`config.mk`:
```
export PLATFORM = sky130hd
export DESIGN_NAME = dna_template_to_protein_translator
export DESIGN_NICKNAME = d
export VERILOG_FILES = /design/src/sv/dtp_pkg.sv /design/src/sv/dtp_codon_unit.sv /design/src/sv/dna_template_to_protein_translator.sv
export SDC_FILE = /design/constraint.sdc
export NUM_CORES = 1
export LEC_CHECK = 0
export BUFFER_PORTS_ARGS = -buffer_cell sky130_fd_sc_hd__buf_2
export CAP_MARGIN = 0
export CORE_MARGIN = 2
export CORE_UTILIZATION = 50
export CTS_CLUSTER_SIZE = 12
export DETAILED_ROUTE_END_ITERATION = 10
export PLACE_DENSITY = 0.8
export SYNTH_ARGS = -nofsm -noshare
export SYNTH_HDL_FRONTEND = slang
export SYNTH_HIERARCHICAL = 1
export SYNTH_SLANG_ARGS = --single-unit
```
`constraint.sdc`:
```
create_clock -name clock -period 1.92 [get_ports clock]
set_input_delay 0.384 -clock clock [delete_from_list [all_inputs] [get_ports clock]]
set_output_delay 0.384 -clock clock [all_outputs]
set_load 0.005 [all_outputs]
```
`src/sv/dtp_pkg.sv`:
```
// ----------------------------------------------------------------------------
// dtp_pkg
// Shared types, base codes and genetic code lookup for the template
// translator.
// ----------------------------------------------------------------------------
package dtp_pkg;

   // mRNA base codes
   typedef logic [2:0] base_code_type;

   localparam base_code_type CODE_U = 3'd0;
   localparam base_code_type CODE_C = 3'd1;
   localparam base_code_type CODE_A = 3'd2;
   localparam base_code_type CODE_G = 3'd3;
   localparam base_code_type CODE_N = 3'd4;

   typedef logic [7:0] ascii_type;
   typedef logic [1:0] fill_type;

   localparam fill_type FILL_FULL = 2'd2;

   localparam ascii_type CHAR_X    = "X";
   localparam ascii_type CHAR_NONE = 8'h00;

   // result transaction
   typedef struct packed {
      ascii_type rna_base;
      logic      amino_valid;
      ascii_type amino_letter;
      logic      seq_last;
   } rsp_type;

   // standard genetic code, index = {first, second, third} with U C A G order
   localparam ascii_type AMINO_TABLE [64] = '{
      "F", "F", "L", "L", "S", "S", "S", "S",
      "Y", "Y", "*", "*", "C", "C", "*", "W",
      "L", "L", "L", "L", "P", "P", "P", "P",
      "H", "H", "Q", "Q", "R", "R", "R", "R",
      "I", "I", "I", "M", "T", "T", "T", "T",
      "N", "N", "K", "K", "S", "S", "R", "R",
      "V", "V", "V", "V", "A", "A", "A", "A",
      "D", "D", "E", "E", "G", "G", "G", "G"
   };

   // template base to complementary mRNA code
   function automatic base_code_type complement_code(ascii_type dna);
      base_code_type code;
      case (dna)
         "G":     code = CODE_C;
         "C":     code = CODE_G;
         "A":     code = CODE_U;
         "T":     code = CODE_A;
         default: code = CODE_N;
      endcase
      return code;
   endfunction

   // mRNA code to its ASCII letter
   function automatic ascii_type code_letter(base_code_type code);
      ascii_type letter;
      case (code)
         CODE_U:  letter = "U";
         CODE_C:  letter = "C";
         CODE_A:  letter = "A";
         CODE_G:  letter = "G";
         default: letter = "N";
      endcase
      return letter;
   endfunction

   // codon to amino acid letter, any unknown base gives X
   function automatic ascii_type lookup_amino(base_code_type a, base_code_type b,
                                              base_code_type c);
      ascii_type letter;
      if (a[2] || b[2] || c[2]) begin
         letter = CHAR_X;
      end else begin
         letter = AMINO_TABLE[{a[1:0], b[1:0], c[1:0]}];
      end
      return letter;
   endfunction

endpackage

```
`src/sv/dtp_codon_unit.sv`:
```
// ----------------------------------------------------------------------------
// dtp_codon_unit
// Codon buffer and translation logic; holds up to two earlier bases and
// forms the result for the base in the input register.
// ----------------------------------------------------------------------------
module dtp_codon_unit (
   input  logic                    clock,
   input  logic                    reset,
   input  logic                    advance,
   input  dtp_pkg::ascii_type      dna_base,
   input  logic                    seq_end,
   output dtp_pkg::rsp_type        result
);
   import dtp_pkg::*;

   base_code_type held0_ff, held0_in;
   base_code_type held1_ff, held1_in;
   fill_type      fill_ff, fill_in;
   base_code_type code;

   // translate current base and update codon buffer
   always_comb begin
      code     = complement_code(dna_base);
      held0_in = held0_ff;
      held1_in = held1_ff;
      fill_in  = fill_ff;
      result.rna_base     = code_letter(code);
      result.seq_last     = seq_end;
      result.amino_valid  = 1'b0;
      result.amino_letter = CHAR_NONE;
      if (fill_ff == FILL_FULL) begin
         result.amino_valid  = 1'b1;
         result.amino_letter = lookup_amino(held0_ff, held1_ff, code);
         fill_in             = '0;
      end else if (seq_end) begin
         result.amino_valid  = 1'b1;
         result.amino_letter = CHAR_X;
         fill_in             = '0;
      end else begin
         if (fill_ff[0]) begin
            held1_in = code;
         end else begin
            held0_in = code;
         end
         fill_in = fill_ff + 2'd1;
      end
   end

   // fill count
   always_ff @(posedge clock) begin
      if (reset) begin
         fill_ff <= '0;
      end else if (advance) begin
         fill_ff <= fill_in;
      end
   end

   // held bases, no reset needed
   always_ff @(posedge clock) begin
      if (advance) begin
         held0_ff <= held0_in;
         held1_ff <= held1_in;
      end
   end

   // fill never passes two bases
   a_fill_range: assert property (@(posedge clock) disable iff (reset)
      fill_ff != 2'd3)
      else $error("codon fill count out of range");

   // a complete codon empties the buffer
   a_full_clears: assert property (@(posedge clock) disable iff (reset)
      (advance && fill_ff == FILL_FULL) |=> fill_ff == 2'd0)
      else $error("codon buffer not cleared after full codon");

   // an amino acid only on a third base or at the end of a sequence
   a_amino_cause: assert property (@(posedge clock) disable iff (reset)
      result.amino_valid |-> (fill_ff == FILL_FULL || seq_end))
      else $error("amino acid without codon or sequence end");

   // the end of a sequence always leaves the buffer empty
   a_end_clears: assert property (@(posedge clock) disable iff (reset)
      (advance && seq_end) |=> fill_ff == 2'd0)
      else $error("codon buffer not cleared at sequence end");

endmodule

```
`src/sv/dna_template_to_protein_translator.sv`:
```
// ----------------------------------------------------------------------------
// dna_template_to_protein_translator
// Complements DNA template bases to mRNA and translates every codon with
// the standard genetic code.
// ----------------------------------------------------------------------------
// rsp_valid rises after the req transaction has passed the input and result regs
// throughput: one transaction per cycle unless the result side stalls, set by the
// combinational codon logic between the input register and the result register
// reset: synchronous, clears both valid flags and the codon fill count;
// the block is ready as soon as reset is released
module dna_template_to_protein_translator (
   input  logic                    clock,
   input  logic                    reset,
   input  logic                    req_valid,
   output logic                    req_ready,
   input  dtp_pkg::ascii_type      req_dna_base,
   input  logic                    req_seq_end,
   output logic                    rsp_valid,
   input  logic                    rsp_ready,
   output dtp_pkg::ascii_type      rsp_rna_base,
   output logic                    rsp_amino_valid,
   output dtp_pkg::ascii_type      rsp_amino_letter,
   output logic                    rsp_seq_last
);
   import dtp_pkg::*;

   logic      in_valid_ff;
   ascii_type in_base_ff;
   logic      in_end_ff;
   logic      out_valid_ff;
   rsp_type   out_data_ff;
   rsp_type   result;
   logic      out_free;
   logic      advance;

   // handshake between stages
   assign out_free  = !out_valid_ff || rsp_ready;
   assign advance   = in_valid_ff && out_free;
   assign req_ready = !in_valid_ff || out_free;

   // input register
   always_ff @(posedge clock) begin
      if (reset) begin
         in_valid_ff <= 1'b0;
      end else if (req_ready) begin
         in_valid_ff <= req_valid;
      end
   end

   always_ff @(posedge clock) begin
      if (req_valid && req_ready) begin
         in_base_ff <= req_dna_base;
         in_end_ff  <= req_seq_end;
      end
   end

   dtp_codon_unit u_codon (
      .clock    (clock),
      .reset    (reset),
      .advance  (advance),
      .dna_base (in_base_ff),
      .seq_end  (in_end_ff),
      .result   (result)
   );

   // result register
   always_ff @(posedge clock) begin
      if (reset) begin
         out_valid_ff <= 1'b0;
      end else if (out_free) begin
         out_valid_ff <= in_valid_ff;
      end
   end

   always_ff @(posedge clock) begin
      if (advance) begin
         out_data_ff <= result;
      end
   end

   assign rsp_valid        = out_valid_ff;
   assign rsp_rna_base     = out_data_ff.rna_base;
   assign rsp_amino_valid  = out_data_ff.amino_valid;
   assign rsp_amino_letter = out_data_ff.amino_letter;
   assign rsp_seq_last     = out_data_ff.seq_last;

endmodule

```
# [Yosys cells after proc, flatten, opt, wreduce, memory -nomap -nowiden]
# Memories as Yosys holds them, arrays and structs flattened.
# Index checks and enable logic that the tools add are counted.
[classes] add_sub_neg=1 order_cmp=1 n_eq_ne=8 mux=9 bitwise_logic=4 reduce_logical=11
[op_table] operator="$eq 8x7->1 const B" n=4
[op_table] operator="$mux 8" n=4
[op_table] operator="$pmux 5 s4" n=1
[op_table] operator="$pmux 3 s4" n=1
[op_table] operator="$mux 9" n=1
[op_table] operator="$reduce_and 4->1" n=2
[op_table] operator="$ge 7x7->1 const B" n=1
[op_table] operator="$not 6->7" n=1
[op_table] operator="$eq 3x2->1 const B" n=2
[op_table] operator="$logic_or 1x1->1" n=4
[op_table] operator="$mux 2" n=2
[op_table] operator="$eq 3x1->1 const B" n=1
[op_table] operator="$logic_not 3->1" n=1
[op_table] operator="$not 1->1" n=3
[op_table] operator="$add 2x1->2 const B" n=1
[op_table] operator="$eq 2x2->1 const B" n=1
[op_table] operator="$logic_and 1x1->1" n=2
[op_table] operator="$logic_not 1->1" n=2
[totals] register_bits=37 rom_bits=512 inputBits=13 output_inout_bits=20 word_cells=46 mem_count=1
[memory_table] memory="(name not given)" words=64 word_bits=8 rd=1 rd_ports_with_merged_regs=0 write_ports=0 line="dtp_pkg.sv:78" text="letter = AMINO_TABLE[{a[1:0], b[1:0], c[1:0]}];"

# [Depth between registers and ports, before layout]
[depth] depth_word=8 mapped_depth=9 ltp_nobuf=8

# [Hierarchy]
# Netlist, hierarchy kept.
[by_module_without_submodules] module="dtp_codon_unit" instances=1 cells_each=120 area_each_um2=978.4 seq_area_each_um2=220.2
[by_module_without_submodules] module="dna_template_to_protein_translator" instances=1 cells_each=37 area_each_um2=914.6 seq_area_each_um2=850.8

# [Least setup slack after synthesis]
# OpenSTA, ideal clock, no wires.
[synth_timing] path_kind="reg-to-reg" from="reg in_base_ff[5]" to="reg out_data_ff (netlist bit rsp_amino_letter[2]) (data pin)" setup_ns=0.262 arrival_time_ns=1.821 required_time_ns=1.658 slack_ns=-0.163 stages_incl_launch_ff=9 n_path_buf=1 period_less_slack_ns=2.083 path_cell_list="edfxtp_1 or4b_4 buf_6 a21oi_4 inv_1 ha_1 nand2b_1 a31oi_1 a211oi_2"
[synth_lines] item="start, declared" line="dna_template_to_protein_translator.sv:28" text="ascii_type in_base_ff;"
[synth_lines] item="start signal, assigned" line="dna_template_to_protein_translator.sv:52" text="in_base_ff <= req_dna_base;"
[synth_lines] item="end signal, assigned" line="dna_template_to_protein_translator.sv:77" text="out_data_ff <= result;"
[synth_lines] item="end, declared" line="dna_template_to_protein_translator.sv:31" text="rsp_type out_data_ff;"

==> qor.yml <==
status:
  outcome: "finished with violations"
  violations: "setup timing"
synth:
  synth_enable_flop_cells: 33
  syn_area_per_cell_sq_um: 12.1
  synthTopCellsByArea: "edfxtp_1 52%, ha_1 5.3%, dfxtp_1 4.2%"
  syn-cell-area_sq_mm: 0.00189
  ys_ff_latch: 37
  yosysWarnings: 6
  netlist-cell-type-count: 48
  synthDominantCellAreaShare_pct: 52.3
  synth_top_cells_by_count: "33 x edfxtp_1, 13 x nor2_1, 12 x nand2_1"
  synth_most_common_cell: "edfxtp_1"
  synth_sequential_area_ratio_pct: 56.6
  synth_async_sr_flop_share_pct: 0
  synth_cells: 157
  postSynth.topFlopCell: "edfxtp_1"
  yosys.area.top_type: "edfxtp_1"
sta:
  finClkSkew_ns: 0.00785
  count_of_endpoints_failing_setup_in_the_final_report: 4
  hold_slack_ns: 0.253
  final-hold-violation-count: 0
  finalWorstPathRequiredPeriod_ns: 2.06
  rsz0062_at_grt: "true"
  timing.final.ws_setup_ns: -0.140
  finalMaxSlewViolations: 0
  fmax_ghz: 0.485
  final.period_utilization_pct: 107
finish:
  post_layout_utilization_of_the_core_pct: 66.5
  ratio_of_cells_with_drive_above_1_in_the_final_layout_pct: 44.8
  layout_fillers: 276
  ant_diodes: 0
  nNetsFinal: 230
  area_growth_syn_to_layout_pct: 28.6
  finalInstanceArea_sq_mm: 0.00243
floorplanning:
  floorplan.rows: 22
  design.core.area_sq_mm: 0.00366
  design.portCount: 33
  initial_core_util_pct: 51.7
  die_area_sq_mm: 0.00429
  chipWidth_um: 65.5
  die-height_um: 65.5
pwr:
  netSwitchingPower_mw: 0.362
  power_per_cell_area_mw_per_mm2: 652
  clkPwrFrac_pct: 34.1
  power.switching_fraction_pct: 22.8
  leakage_nw: 0.912
  vdd.ir_drop.worst_mv: 0.637
  power_report.internal_total_mw: 1.23
  p_comb_share_pct: 7.8
  p_seq_share_pct: 58.1
clock_network:
  htree_levels: 2
  clock_latency_on_the_worst_skew_pair_ns: 0.30
  num_clock_sinks: 37
  cts_tree: "yes"
  cts-root-to-sink-buffers: 2
  holdBufCountCts: 0
  clk_root_buffer_cell: "clkbuf_8"
  path_clk_slew_ns: 0.07
  cts_made_buffers: 5
detailed_routing:
  drc: 0
  vias: 1412
  post_detailed_route_wirelength_per_cell_um: 14.1
  detailed_route_iter0_violations: 114
  finalWirelength_um: 3640
  antenna_violating_nets_post_route: 0
  route.detailed.vias_per_inst: 5.47
  drt_first_pass_iters: 5
worst_setup_path:
  crit-reg2reg-capture: "rsp_amino_letter[0]"
  cp_max_fo: 3
  worst_r2r_startpoint: "in_base_ff[7]"
  worstPathRequired_ns: 2.09
  critical_path_class: "reg2reg"
  cp-start-kind: "register"
  setup.worst_path.start: "in_base_ff[7]"
  ff2ff_path_depth: 6
  critical_path.endpoint_type: "register"
  setup.worst_path.end: "rsp_amino_letter[0]"
  ff2ff_setup_slack_ns: -0.14
  data_arrival_time_of_the_worst_path_ns: 2.23
place:
  dp_hpwl_um: 2500
  placed_area_sq_mm: 0.00220
  globalplace.congestion: 0.891
  portBuffers: 32
global_route:
  grt_max_degree: 19
  initial_antenna_violation_count: 0
  grt.total_usage_pct: 17.4
  via_count_of_the_first_global_routing_pass: 1314
  grt_overflow_total: 0
  grt_first_pass_wirelength_um: 5490
worst_hold_path:
  min_path_type: "in2reg"
job:
  max_capacitance_violation_count: 0
## cell families (layout without fill, tap and decap cells)
group	Yosys count	count (layout)	synth area share [%]
xor+xnor	1	1	0.463
simple gates	56	56	18.7
flops	37	37	56.6
fa+ha+maj	8	8	5.29
mux	3	3	1.65
buf+inv	21	72	5.75
other cells	2	4	0.397
compound gates	29	29	11.2
## metal layers
layer	up-vias	GRT usage (%)	wire length (um)
li1	669	-	-
met4	0	9.90	159
met1	642	17.6	1340
met5	-	0	0
met3	16	7.36	287
met2	85	30.0	1850
## sequential cells by signal, indices dropped and copies added (netlist names), 2 cells and up
name,cells
in_base_ff,8
rsp_amino_letter,8
u_codon/held0_ff,3
u_codon/fill_ff,2
u_codon/held1_ff,3
rsp_rna_base,8
## layout by cell type, fill, tap and decap left out, types with 3 or more instances in the layout
master / synthesis / final
a21oi_1: 9 / 7
buf_6: 1 / 4
nor3_1: 7 / 6
conb_1: 2 / 4
clkbuf_8: 0 / 5
buf_2: 0 / 32
ha_1: 8 / 5
inv_1: 9 / 8
o21ai_0: 5 / 4
nor2_1: 13 / 13
buf_4: 6 / 19
dfxtp_1: 4 / 4
edfxtp_1: 33 / 33
nand2_1: 12 / 11
nor2b_1: 3 / 3
## how the worst min path moves through the flow
stage / from / to / cells past startpoint
2_1_floorplan: reset / in_valid_ff / 1
3_3_place_gp: in_valid_ff / rsp_valid / 2
3_5_place_dp: in_end_ff / rsp_seq_last / 0
4_1_cts: req_seq_end / in_end_ff / 1
5_1_grt: req_seq_end / in_end_ff / 1
6_report: req_dna_base[4] / in_base_ff[4] / 1
## power by group through the flow
| stage | Combinational (mW) | Clock, mW | Sequential (mW) |
|---|---|---|---|
| after floorplan | 0.0604 | 0 | 0.944 |
| after global placement | 0.108 | 0 | 0.938 |
| after detailed placement | 0.112 | 0 | 0.940 |
| after CTS | 0.114 | 0.552 | 0.922 |
| after global routing | 0.136 | 0.586 | 0.926 |
| final | 0.124 | 0.541 | 0.923 |
## final cells by class
class	count	area, sq um	share of cell area (%)
Multi-Input combinational cell	101	835	34.3
Clock inverter	2	15.0	0.617
Sequential cell	37	1070	44.0
Inverter	9	33.8	1.39
Timing Repair Buffer	55	348	14.3
Clock buffer	6	72.6	2.98
Tap cell	48	60.1	2.47
## worst max-delay path, stage by stage, from the launching register on
cell and delay [ns]:
edfxtp_1 0.38, or4b_4 0.59, a21oi_4 0.16, ha_4 0.22, a32o_2 0.24, nor3_2 0.14, o221a_1 0.20
## timing repair
| item | CTS | global route |
|---|---|---|
| resized for setup | 8 | 18 |
| pin swaps | 5 | 7 |
| endpoints found under the setup margin | 4 | 6 |
| setup buffers | 1 | 2 |
## per-stage QoR
step                      setup slack (ns)  instances  TNS, ns  power (mW)
after floorplan                     -0.114        159   -0.356        1.00
after global placement             -0.0647        247   -0.157        1.05
after detailed placement            -0.151        247   -0.426        1.05
after CTS                           -0.103        256   -0.215        1.59
after global routing                -0.223        258   -0.788        1.65
final                               -0.140        258   -0.333        1.59
Note: power is estimated with default switching activity, not from simulation.
